--- config.mk ---
export PLATFORM = sky130hd
export DESIGN_NAME = qrs_sqrt_cell
export DESIGN_NICKNAME = d
export VERILOG_FILES = /design/src/rtl/qrs_pkg.sv /design/src/rtl/qrs_sqrt_cell.sv
export SDC_FILE = /design/constraint.sdc
export NUM_CORES = 1
export LEC_CHECK = 0
export ABC_AREA = 1
export BUFFER_PORTS_ARGS = -buffer_cell sky130_fd_sc_hd__buf_2
export CAP_MARGIN = 20
export CELL_PAD_IN_SITES_DETAIL_PLACEMENT = 1
export CELL_PAD_IN_SITES_GLOBAL_PLACEMENT = 2
export CORE_MARGIN = 3
export CORE_UTILIZATION = 29
export DETAILED_ROUTE_END_ITERATION = 8
export PLACE_DENSITY = 0.91
export SYNTH_ARGS = -nofsm -noshare
export SYNTH_HDL_FRONTEND = slang
export SYNTH_SLANG_ARGS = --single-unit
--- constraint.sdc ---
create_clock -name clk -period 0.8 [get_ports clk]
set_input_delay 0.12 -clock clk [delete_from_list [all_inputs] [get_ports clk]]
set_output_delay 0.12 -clock clk [all_outputs]
set_load 0.02 [all_outputs]
--- src/rtl/qrs_pkg.sv ---
// qrs_pkg: shared constants and the root kind codes of the quadratic root solver
// used by the solver top level, its cells and its port checker; no dependencies
package qrs_pkg;

    localparam int FRAC_BITS_DEF = 16;
    localparam int COEF_W        = 32;
    localparam int VAL_W         = 32;
    localparam int DEN_W         = COEF_W + 1;

    localparam logic [VAL_W-1:0] VAL_MAX = 32'h7FFF_FFFF;
    localparam logic [VAL_W-1:0] VAL_MIN = 32'h8000_0000;

    typedef enum logic [1:0] {
        KIND_REPEATED = 2'd0,
        KIND_TWO_REAL = 2'd1,
        KIND_COMPLEX  = 2'd2,
        KIND_A_ZERO   = 2'd3
    } root_kind_t;

endpackage

--- src/rtl/qrs_sqrt_cell.sv ---
// qrs_sqrt_cell: one digit step of a restoring square root, registered
// one instance per root bit forms the square root chain; uses qrs_pkg
module qrs_sqrt_cell import qrs_pkg::*;
#(
    parameter int QW     = 49,
    parameter int RW     = 2 * QW,
    parameter int SIDE_W = 8
)
(
    input  logic              clk,
    input  logic              rst_n,
    input  logic              en,
    input  logic              valid_in,
    input  logic [QW:0]       rem_in,
    input  logic [QW-1:0]     root_in,
    input  logic [RW-1:0]     rad_in,
    input  logic [SIDE_W-1:0] side_in,
    output logic              valid_out,
    output logic [QW:0]       rem_out,
    output logic [QW-1:0]     root_out,
    output logic [RW-1:0]     rad_out,
    output logic [SIDE_W-1:0] side_out
);

    logic              valid_reg;
    logic [QW:0]       rem_reg;
    logic [QW:0]       rem_next;
    logic [QW-1:0]     root_reg;
    logic [QW-1:0]     root_next;
    logic [RW-1:0]     rad_reg;
    logic [SIDE_W-1:0] side_reg;
    logic [QW+1:0]     cur;
    logic [QW+1:0]     trial;
    logic [QW+2:0]     diff;
    logic              ge;

    // bring down the next two radicand bits and try root*4+1
    assign cur       = {rem_in[QW-1:0], rad_in[RW-1:RW-2]};
    assign trial     = {root_in, 2'b01};
    assign diff      = {1'b0, cur} - {1'b0, trial};
    assign ge        = !diff[QW+2];
    assign rem_next  = ge ? diff[QW:0] : cur[QW:0];
    assign root_next = {root_in[QW-2:0], ge};

    always_ff @(posedge clk or negedge rst_n)
    begin
        if (!rst_n)
        begin
            valid_reg <= 1'b0;
        end
        else if (en)
        begin
            valid_reg <= valid_in;
        end
    end

    always_ff @(posedge clk)
    begin
        if (en && valid_in)
        begin
            rem_reg  <= rem_next;
            root_reg <= root_next;
            rad_reg  <= {rad_in[RW-3:0], 2'b00};
            side_reg <= side_in;
        end
    end

    assign valid_out = valid_reg;
    assign rem_out   = rem_reg;
    assign root_out  = root_reg;
    assign rad_out   = rad_reg;
    assign side_out  = side_reg;

endmodule

==> metrics <==
share of flip-flops with an asynchronous set or reset 0.4902%; max-slew violations 0; Crit. End Element register; Place WS -1.407 ns; core area 0.03883 sq mm; Post-synth EDFFs 203; Syn Std Cell Area 0.01145 sq mm; largest net degree at the start of global routing 27; number of clock sinks 204; worst skew pair latency 0.53 ns; GRT Total Usage 26.77%; unrepaired setup endpoints after global routing yes; vias in the first global route 13920; Clock power frac 30.3%; CTS tree done; CP most frequent cell nand2_2; Setup CP Type in -> reg; PD cells 1677 mW/mm^2; Worst Path Arrival 1.94 ns; upper clock frequency limit 601.0 MHz; nets@finish 2433; combinational share of power 34.7%; Port Buffers 411; initial drt markers 594; First-pass DRT Iterations 5; die area 0.04191 sq mm; hold slack final -0.04252 ns; Final min period 1.664 ns; leading cell types by total area after synthesis edfxtp_1, nand2_1, inv_1, ha_1, nand3_1; total power draw 38.07 mW; Post-Synth Simple-Gate Area 26.13%; Req. time, crit path 1.07 ns; final non-filler cell total 2719; DP HPWL 38490 um; commonest cells in the netlist nand2_1, inv_1, edfxtp_1, nand3_1, nor2_1; setup violators final 458; TritonCTS buffer count 24; share of cells above drive strength 1 52.92%; CTS clk-pin slew, worst paths 0.06 ns; Worst Skew 0 ns; peak supply drop 0.001502 V; Max Cap Viol 0; Starting Density 29.50%; post-synthesis xor/xnor area fraction 2.294%; Crit path max-delay family simple AND/OR/NAND/NOR gates; largest family of logic cells by synthesized area simple AND/OR/NAND/NOR gates; post-route ant nets 0; Mapped Cells 1316; total gr overflow 0; via count 12952; Switch Pwr 12.72 mW; Synth Flop Type edfxtp_1; antenna violations before repair 9; first-pass GRT wire length 84820 um; drt drc 0; htree depth 1; largest area contributor in the netlist edfxtp_1; routability cong. 0.8752; Avg Cell Area, Syn 8.703 sq um; Tcrit/Tclk final 208.0%; failing checks hold timing, setup timing; via/cell ratio 4.764; Synth Area in Compound Gates 2.851%; area share of the largest cell type after synthesis 53.22%; hold crit path type in -> reg; Die Span Y 204.7 um; setup tns final -211.72 ns; Worst Setup Start Kind input pin; CTS Buffer Depth 3; placed insts 2434; Area Growth Syn to Fin 98.20%; post-DR wirelength/cell 24.24 um; post-synthesis mux area share 0%; post-synth cell types 35; Synth Area in Adders 5.462%; Ports 415; switching share of power 33.41%; Pint 25.35 mW; fin worst setup slack -0.8638 ns; slowest CP cell ha_4; status complete, but fails checks; final hold violations 4; sequential share of power 35.0%; CP max stage delay 0.32 ns; sequential area share after synthesis 53.44%; LEAKAGE 10.65 nW; crit-path max FO 6; Ys Warns 0; CP bufs+invs 3; count leader, synth nand2_1; row count 72; Die W 204.7 um; critical path cell sequence buf_2 > ha_4 > nand2_2 > nand2_1 > nand2_1 > nand2_2 > nand2_2 > nand2_2 > inv_2 > nand2_4 > nand2_4 > and2_4 > clkbuf_16 > nand3_2 > nand2_1; Layout fillers 4264; routed wire length 65900 um; Clock Tree Root clkbuf_16; final core occ 58.47%; flops & latches, synth 204
cells in the final DEF (no fill, tap or decap), types with 30 or more instances in the layout:
master / synthesis / routed
nand2_1: 474 / 317
buf_6: 3 / 234
buf_4: 5 / 218
edfxtp_1: 203 / 203
inv_1: 258 / 184
dlygate4sd3_1: 0 / 179
buf_2: 5 / 177
nand2_2: 5 / 122
nand3_2: 21 / 64
inv_2: 5 / 54
ha_4: 0 / 47
nand2_4: 0 / 39
nor2_1: 69 / 30
through the flow:
stage                     area [sq um]  hold slack, ns
final                            22700        -0.04252
after global routing             22700        -0.06079
after CTS                        21210         -0.1286
after detailed placement         16790         -0.1030
after global placement           16790         -0.1038
after floorplan                  12570         -0.1756
sequential cells by signal, summed over array words and instances (netlist names):
register / count
valid_out: 1
root_out: 49
side_out: 8
rad_out: 96
rem_out: 50
routing by layer:
layer / track usage, % / wire length, um / vias to the layer above / part of all wire [%]
li1: - / - / 5917 / -
met1: 29.67 / 23790 / 6280 / 36
met2: 50.13 / 34810 / 553 / 53
met3: 4.370 / 3698 / 198 / 5.6
met4: 11.75 / 3575 / 4 / 5.4
met5: 0 / 24 / - / 0.036
power by group through the flow:
| stage | sequential (mW) | clock, mW | combinational, mW |
|---|---|---|---|
| finish | 13.3 | 11.5 | 13.2 |
| global placement | 13.2 | 0 | 8.90 |
| global route | 13.4 | 12.1 | 13.9 |
| CTS | 13.1 | 11.2 | 11.4 |
| floorplan | 14.3 | 0 | 3.92 |
| detailed placement | 13.2 | 0 | 9.16 |
path summary, 6_finish.rpt:
| check | start | to | slack [ns] | cells after the start |
|---|---|---|---|---|
| worst max-delay path | rem_in[26] | rem_out[20] | -0.86 | 15 |
| worst min-delay path | valid_in | valid_out | -0.04 | 3 |
| worst max register to register | valid_out | valid_out | 0.01 | 2 |
| worst min register to register | valid_out | valid_out | 0.67 | 2 |
| max in group asynchronous | rst_n | valid_out | 0.25 | 3 |
| min in group asynchronous | rst_n | valid_out | 0.44 | 3 |
worst register-to-register path, stage by stage, from the launching register on:
cell and delay [ns]:
dfrtp_1 0.39, inv_1 0.08, o21ai_1 0.22
kinds of logic after synthesis:
logic type / after synthesis
xor gates and xnor gates: 30
DFF: 204
other: 1
buffers and inverters: 280
adders and majority gates: 50
AOI/OAI and AO/OA: 60
and+or+nand+nor: 691
final cells by class:
cell class | instances | area [sq um] | area share [%]
repair buffers | 847 | 7812 | 34.42
multi-input cells | 834 | 6237 | 27.48
flip-flops and latches | 204 | 6121 | 26.96
inverters | 263 | 1076 | 4.740
well taps | 518 | 648.1 | 2.855
clock buffers | 26 | 629.4 | 2.772
clock inverters | 18 | 153.9 | 0.6779
diodes | 9 | 22.52 | 0.09921
repair_timing:
| action | CTS | global route |
|---|---|---|
| gates cloned | 11 | 4 |
| endpoints found under the setup margin | 255 | 459 |
| endpoints found under the hold margin | 177 | 2 |
| pin swaps | 38 | 120 |
| gates resized for setup | 421 | 408 |
| hold buffers | 178 | 2 |
| setup buffers | 29 | 12 |
Note: power is estimated with default switching activity, not from simulation.
