--- src/rtl/qrs_pkg.sv ---
// qrs_pkg: shared constants and the root kind codes of the quadratic root solver
// used by the solver top level, its cells and its port checker; no dependencies
package qrs_pkg;

    localparam int FRAC_BITS_DEF = 16;
    localparam int COEF_W        = 32;
    localparam int VAL_W         = 32;
    localparam int DEN_W         = COEF_W + 1;

    localparam logic [VAL_W-1:0] VAL_MAX = 32'h7FFF_FFFF;
    localparam logic [VAL_W-1:0] VAL_MIN = 32'h8000_0000;

    typedef enum logic [1:0] {
        KIND_REPEATED = 2'd0,
        KIND_TWO_REAL = 2'd1,
        KIND_COMPLEX  = 2'd2,
        KIND_A_ZERO   = 2'd3
    } root_kind_t;

endpackage

--- src/rtl/qrs_div_cell.sv ---
// qrs_div_cell: one quotient bit of two restoring divisions sharing a divisor
// one instance per quotient bit forms the divider chain; uses qrs_pkg
module qrs_div_cell import qrs_pkg::*;
#(
    parameter int NW     = 50,
    parameter int SIDE_W = 4
)
(
    input  logic              clk,
    input  logic              rst_n,
    input  logic              en,
    input  logic              valid_in,
    input  logic [DEN_W-1:0]  den_in,
    input  logic [DEN_W-1:0]  rem1_in,
    input  logic [DEN_W-1:0]  rem2_in,
    input  logic [NW-1:0]     num1_in,
    input  logic [NW-1:0]     num2_in,
    input  logic [NW-1:0]     quo1_in,
    input  logic [NW-1:0]     quo2_in,
    input  logic [SIDE_W-1:0] side_in,
    output logic              valid_out,
    output logic [DEN_W-1:0]  den_out,
    output logic [DEN_W-1:0]  rem1_out,
    output logic [DEN_W-1:0]  rem2_out,
    output logic [NW-1:0]     num1_out,
    output logic [NW-1:0]     num2_out,
    output logic [NW-1:0]     quo1_out,
    output logic [NW-1:0]     quo2_out,
    output logic [SIDE_W-1:0] side_out
);

    logic              valid_reg;
    logic [DEN_W-1:0]  den_reg;
    logic [DEN_W-1:0]  rem1_reg;
    logic [DEN_W-1:0]  rem2_reg;
    logic [NW-1:0]     num1_reg;
    logic [NW-1:0]     num2_reg;
    logic [NW-1:0]     quo1_reg;
    logic [NW-1:0]     quo2_reg;
    logic [SIDE_W-1:0] side_reg;
    logic [DEN_W:0]    cur1;
    logic [DEN_W:0]    cur2;
    logic [DEN_W+1:0]  diff1;
    logic [DEN_W+1:0]  diff2;
    logic              ge1;
    logic              ge2;

    assign cur1  = {rem1_in, num1_in[NW-1]};
    assign cur2  = {rem2_in, num2_in[NW-1]};
    assign diff1 = {1'b0, cur1} - {2'b00, den_in};
    assign diff2 = {1'b0, cur2} - {2'b00, den_in};
    assign ge1   = !diff1[DEN_W+1];
    assign ge2   = !diff2[DEN_W+1];

    always_ff @(posedge clk or negedge rst_n)
    begin
        if (!rst_n)
        begin
            valid_reg <= 1'b0;
        end
        else if (en)
        begin
            valid_reg <= valid_in;
        end
    end

    always_ff @(posedge clk)
    begin
        if (en && valid_in)
        begin
            den_reg  <= den_in;
            rem1_reg <= ge1 ? diff1[DEN_W-1:0] : cur1[DEN_W-1:0];
            rem2_reg <= ge2 ? diff2[DEN_W-1:0] : cur2[DEN_W-1:0];
            num1_reg <= {num1_in[NW-2:0], 1'b0};
            num2_reg <= {num2_in[NW-2:0], 1'b0};
            quo1_reg <= {quo1_in[NW-2:0], ge1};
            quo2_reg <= {quo2_in[NW-2:0], ge2};
            side_reg <= side_in;
        end
    end

    assign valid_out = valid_reg;
    assign den_out   = den_reg;
    assign rem1_out  = rem1_reg;
    assign rem2_out  = rem2_reg;
    assign num1_out  = num1_reg;
    assign num2_out  = num2_reg;
    assign quo1_out  = quo1_reg;
    assign quo2_out  = quo2_reg;
    assign side_out  = side_reg;

endmodule

--- config.mk ---
export PLATFORM = sky130hd
export DESIGN_NAME = qrs_div_cell
export DESIGN_NICKNAME = d
export VERILOG_FILES = /design/src/rtl/qrs_pkg.sv /design/src/rtl/qrs_div_cell.sv
export SDC_FILE = /design/constraint.sdc
export NUM_CORES = 1
export LEC_CHECK = 0
export BUFFER_PORTS_ARGS = -buffer_cell sky130_fd_sc_hd__buf_2
export CAP_MARGIN = 25
export CORE_AREA = 2 2 235 237
export CTS_BUF_LIST = sky130_fd_sc_hd__clkbuf_16
export CTS_CLUSTER_SIZE = 8
export DETAILED_ROUTE_END_ITERATION = 12
export DIE_AREA = 0 0 237 239
export RECOVER_POWER = 100
export SKIP_CTS_REPAIR_TIMING = 1
export SYNTH_ARGS = -nofsm -noshare
export SYNTH_HDL_FRONTEND = slang
export SYNTH_SLANG_ARGS = --single-unit
--- constraint.sdc ---
create_clock -name clk -period 0.8 [get_ports clk]
set_input_delay 0.04 -clock clk [delete_from_list [all_inputs] [get_ports clk]]
set_output_delay 0.04 -clock clk [all_outputs]
set_load 0.01 [all_outputs]
==> summary.txt, run 1 <==
Global route
  – Vias in the first global route: 11600
  – Initial antenna violation count: 18
  – Total Routing Usage GR: 16.2%
  – Total congestion overflow: 0
  – First-pass GRT wire length: 68700 um
  – Largest net degree at the start of global routing: 25

CTS
  – Clock transition at the registers of the reported paths: 0.05 ns
  – # H-tree levels: 2
  – TritonCTS clock tree: built
  – CTS buffer count: 45
  – Clk Latency, worst-skew pair: 0.54 ns
  – Clk sinks: 302
  – Maximum buffer depth of the clock tree: 3
  – Root Driver: clkbuf_16

Worst hold path
  – WHS Path Cells: 3
  – Min-Delay Path Class: input pin to flip-flop

Power
  – Psw: 12.8 mW
  – Tot Pwr: 48.0 mW
  – Clock power share: 35.1%
  – VDD IR max: 1330 uV
  – P_leak: 10.9 nW
  – Combinational share of power: 24.6%
  – Internal: 35.3 mW
  – Flop pwr share: 40.3%
  – P per Cell Area: 1930 nW/um^2
  – Switching share of power: 26.6%

Critical path
  – Crit path depth: 14
  – Worst Path Required: 1.09 ns
  – CP Class: input pin to flip-flop
  – CP top delay family: compound AO/OA/AOI/OAI gates
  – CP cell instances: buf_12, inv_12, ha_4, inv_2, fa_2, a21o_1, a221oi_4, nor2_1, o31a_1, a22oi_2, o21ai_2, a2111o_2, clkbuf_16, mux2_4
  – Worst path max stage delay: 0.53 ns
  – Slowest-stage cell, CP: a2111o_2
  – CP arrival: 2.99 ns
  – CP startpoint kind: input pin
  – Reg2Reg Depth: 2
  – CP bufs+invs: 4
  – Setup crit end kind: flip-flop
  – CP max FO: 5

Route
  – Remaining DRCs: 0
  – Vias per cell: 4.45
  – Avg WL per Cell: 19.2 um
  – DRT iter0 DRCs: 570
  – Vias: 13100
  – Total routed wirelength: 56500 um
  – DRT antenna net count: 0
  – Drt first pass iters: 5

Finish
  – Nets@finish: 2593
  – Leading cell type in the layout, fill and taps excluded: buf_2
  – Area Overhead vs Synth: 86.1%
  – Layout Utilization: 45.9%
  – Post-Layout Cell Count: 2951
  – Layout cells sized above 1: 47.9%
  – Commonest cells after routing, fill and taps aside: buf_2 (545), dlygate4sd3_1 (302), edfxtp_1 (301)

Run status
  – Status: finished with violations
  – Failing checks: hold timing, setup timing

Timing
  – RSZ-0062 raised after global routing: yes
  – Post-Route Skew: 0 ns
  – Smallest hold slack: -0.157 ns
  – Worst slew pin tran: 0.640 ns
  – Setup slack after layout: -1.90 ns
  – Fin. max-slew vios: 0
  – Worst slew margin: 57.4%
  – Final period util: 338%
  – Setup violations, final: 604
  – Min Tclk post-route: 2.70 ns
  – Endpoints failing hold: 3
  – F_max: 370 MHz

Logic synthesis
  – Avg Inst Size Synth: 13.8 um^2
  – Synth Register Bits: 302
  – Number of synthesized flops with an enable pin: 301
  – Syn Inst Count: 974
  – Post-synth ARST share: 0.331%
  – Yosys Warn Count: 0
  – Synth Flop Type: edfxtp_1
  – Main area contributors after synthesis: edfxtp_1 (67%), ha_1 (6.2%), a21oi_1 (3.3%), o21ai_0 (2.4%), nand2_1 (2.2%)
  – Sequential area share after synthesis: 67.6%
  – Unique masters post-synth: 58
  – Synth top area share: 67.4%
  – Cell taking the most area after synthesis: edfxtp_1
  – Synthesized cell area: 13400 um^2

Die
  – Initial Util: 24.7%
  – Die X: 237 um
  – Die area: 56600 um^2
  – IO Pins: 611
  – FP Rows: 86
  – Die Height: 239 um
  – CORE AREA: 54300 um^2

Placement
  – IO Port Bufs: 606
  – GP Congestion: 0.899
  – DPL Wire Length: 40800 um
  – DP Cell Count: 2555

Flow run
  – Max_cap viols: 0
-- state kept, by name (all words and copies together), names as in the netlist --
signal	cells
rem1_out	33
num1_out	49
num2_out	49
side_out	4
rem2_out	33
quo2_out	50
quo1_out	50
valid_out	1
den_out	33
-- metrics by stage --
step | worst slack [ns] | cell area [um^2] | setup TNS (ns)
CTS | -1.91 | 21000 | -209.69
global route | -1.95 | 24900 | -263.40
detailed placement | -2.50 | 19700 | -206.01
global placement | -2.48 | 19700 | -202.33
finish | -1.90 | 25000 | -223.93
floorplan | -2.10 | 13600 | -648.75
-- power by group through the flow --
stage / logic (mW) / registers [mW] / clock network, mW
floorplan: 3.60 / 20.3 / 0
global placement: 9.13 / 19.6 / 0
detailed placement: 9.27 / 19.6 / 0
CTS: 9.31 / 19.3 / 17.3
global route: 12.6 / 19.4 / 18.0
finish: 11.8 / 19.4 / 16.8
-- synthesized netlist by cell type, drive strengths merged, types with 8 or more instances --
master and count:
nor2 57, edfxtp 301, ha 66, xor2 25, nor3 8, mux2 10
nand3 14, inv 47, a21oi 90, xnor2 33, o21ai 64, o211ai 8
nand2 79, nor2b 8, nand2b 8, a31oi 10, nand4 14, a21o 29
clkbuf 22, buf 11
-- worst paths after layout --
| kind | endpoint | slack, ns | from |
|---|---|---|---|
| worst max-delay path | rem1_out[1] | -1.90 | num1_in[49] |
| worst min-delay path | rem1_out[0] | -0.16 | num1_in[49] |
| worst max register to register | valid_out | -0.08 | valid_out |
| worst min register to register | valid_out | 0.62 | valid_out |
| max in group asynchronous | valid_out | 0.37 | rst_n |
| min in group asynchronous | valid_out | 0.33 | rst_n |
-- routing by layer --
metal	vias up	track usage (%)	share of wire, %
met2	477	29.9	53
met1	6358	17.7	37
met5	-	0	0.16
met3	123	4.26	5.9
met4	12	6.46	3.5
li1	6166	-	-
-- logic make-up (layout without fill, tap and decap cells) --
| kind of cell | after synthesis | in the layout | synth area share (%) |
|---|---|---|---|
| multiplexers | 13 | 13 | 1.29 |
| flip-flops | 302 | 302 | 67.6 |
| buffers and inverters | 80 | 1341 | 2.57 |
| adder cells (fa/ha/maj) | 68 | 68 | 6.46 |
| AO/OA/AOI/OAI | 244 | 244 | 11.2 |
| XOR/XNOR | 58 | 58 | 3.79 |
| AND/OR/NAND/NOR | 208 | 208 | 7.11 |
| other | 1 | 13 | 0.0280 |
-- tightest hold or removal path: stages --
cell     delay, ns
buf_12        0.09
nor2_1        0.05
a21oi_2       0.09
-- final cells by class --
class	count	area, um^2
fillers	4784	29400
flip-flops and latches	302	9060
repair buffers	1229	8960
multi-input cells	593	4580
clock buffers	46	1150
well taps	704	881
inverters	47	201
clock inverters	19	90.1
diodes	11	27.5
(Power assumes the default switching activity.)
==> run 2, diff against run 1 <==
==> constraint.sdc (replaced) <==
create_clock -name clk -period 0.8 [get_ports clk]
set_input_delay 0 -clock clk [delete_from_list [all_inputs] [get_ports clk]]
set_output_delay 0 -clock clk [all_outputs]
set_load 0.01 [all_outputs]
==> run 2 against run 1 <==
- the flow still finishes with violations (hold timing, setup timing)
- die area did not move
- highest routed layer unchanged
- via count rose by 0.52%
- flip-flop and latch count did not move
- fmax increased by 1.8%
- cell area up 0.75%
- clock skew stayed put
- register-to-register slack better by 0.13 ns
==> summary.txt, run 2 (synthesis gave the netlist of run 1 again) <==
Global route
  – Largest net degree at the start of global routing: 27
  – Total congestion overflow: 0
  – Initial antenna violation count: 19
  – Total Routing Usage GR: 16.4%
  – First-pass GRT wire length: 69700 um
  – Vias in the first global route: 11700

Route
  – Avg WL per Cell: 19.3 um
  – Vias per cell: 4.48
  – Vias: 13200
  – Total routed wirelength: 56900 um
  – Drt first pass iters: 5
  – DRT iter0 DRCs: 657
  – Remaining DRCs: 0
  – DRT antenna net count: 0

Timing
  – Min Tclk post-route: 2.65 ns
  – Worst slew pin tran: 0.715 ns
  – Fin. max-slew vios: 0
  – Fin Setup TNS: -210.83 ns
  – Post-Route Skew: 0 ns
  – Worst slew margin: 52.3%
  – Setup violations, final: 601
  – F_max: 377 MHz
  – Final period util: 332%
  – Smallest hold slack: -0.186 ns
  – RSZ-0062 raised after global routing: yes
  – Setup slack after layout: -1.85 ns
  – Endpoints failing hold: 3

Critical path
  – Worst Path Required: 1.11 ns
  – Setup crit end kind: flip-flop
  – CP arrival: 2.96 ns
  – CP Class: input pin to flip-flop
  – Reg2Reg Depth: 1
  – CP startpoint kind: input pin
  – CP max FO: 6
  – FF-to-FF End: valid_out
  – RR Startpoint: valid_out
  – Reg2reg setup slack: 0.05 ns

Worst hold path
  – Min-Delay Endpoint: rem2_out[0]
  – Hold Crit Start: num2_in[49]
  – Min-Delay Path Class: input pin to flip-flop
  – WHS Path Cells: 3

Placement
  – DPL Wire Length: 40600 um
  – IO Port Bufs: 606
  – GP Congestion: 0.898

Die
  – Die Height: 239 um
  – FP Rows: 86
  – Initial Util: 24.7%
  – CORE AREA: 54300 um^2
  – IO Pins: 611
  – Die X: 237 um
  – Die area: 56600 um^2

CTS
  – Clk sinks: 302
  – TritonCTS clock tree: built
  – # H-tree levels: 2
  – Root Driver: clkbuf_16
  – CTS buffer count: 44
  – Maximum buffer depth of the clock tree: 3
  – Clock transition at the registers of the reported paths: 0.05 ns
  – Clk Latency, worst-skew pair: 0.54 ns

Finish
  – Nets@finish: 2593
  – Layout cells sized above 1: 50.2%
  – Sequential standard cell area: 9060 um^2
  – Leading cell type in the layout, fill and taps excluded: buf_2
  – Fill count: 4809
  – Area Overhead vs Synth: 87.5%
  – Area occupied by multi-input gates: 4710 um^2
  – Commonest cells after routing, fill and taps aside: buf_2 (573), dlygate4sd3_1 (303), edfxtp_1 (301)

Power
  – VDD IR max: 1540 uV
  – P per Cell Area: 1930 nW/um^2
  – P_leak: 11.0 nW
  – Tot Pwr: 48.5 mW

Run status
  – Status: finished with violations
  – Failing checks: hold timing, setup timing

Flow run
  – Max_cap viols: 0
==> run 2: report_power, final <==
part | total [mW] | internal [mW] | switching [mW]
registers | 19.4 | 19.0 | 0.396
clock network | 17.2 | 10.3 | 6.87
logic | 12.0 | 6.21 | 5.76
total | 48.5 | 35.5 | 13.0
==> run 2: area by class of cell <==
cell class / instances / share of cell area, %
Multi-Input combinational cell: 593 / 18.7
Clock inverter: 17 / 0.488
Sequential cell: 302 / 36.1
Clock buffer: 45 / 4.48
Tap cell: 704 / 3.50
Inverter: 47 / 0.801
Antenna cell: 9 / 0.0896
Timing Repair Buffer: 1230 / 35.9
==> run 2: worst max-delay path, stage by stage <==
cell and delay [ns]:
buf_12 0.11, inv_12 0.04, ha_4 0.12, inv_2 0.03, fa_2 0.34, a21o_1 0.23, a221oi_4 0.28, nor2_1 0.09
o31a_1 0.35, a22oi_2 0.24, o21ai_2 0.09, a2111o_2 0.51, clkbuf_16 0.21, mux2_4 0.30
==> run 2: metrics by stage <==
| step | utilization (%) | instances | setup slack [ns] | cell area [um^2] |
|---|---|---|---|---|
| after global placement | 36.3 | 2553 | -2.45 | 19700 |
| after CTS | 38.6 | 2615 | -1.88 | 21000 |
| after global routing | 46.3 | 2945 | -1.92 | 25100 |
| after detailed placement | 36.3 | 2553 | -2.48 | 19700 |
| final | 46.3 | 2947 | -1.85 | 25100 |
| after floorplan | - | 975 | -2.06 | 13600 |
==> run 2: how the worst max path moves through the flow <==
| stage | slack, ns | from | end | cells after the start |
|---|---|---|---|---|
| 2_1_floorplan | -2.06 | num1_in[49] | rem1_out[1] | 13 |
| 3_3_place_gp | -2.45 | num1_in[49] | rem1_out[5] | 14 |
| 3_5_place_dp | -2.48 | num1_in[49] | rem1_out[7] | 16 |
| 4_1_cts | -1.88 | num1_in[49] | rem1_out[16] | 16 |
| 5_1_grt | -1.92 | num1_in[49] | rem1_out[17] | 16 |
| 6_report | -1.85 | num1_in[49] | rem1_out[23] | 14 |
==> run 2: metal layers <==
layer	vias up	track usage, %	part of all wire (%)
met5	-	0	0.17
met4	14	6.35	4.1
met3	134	4.08	5.8
met2	465	29.8	53
met1	6440	18.4	37
li1	6151	-	-
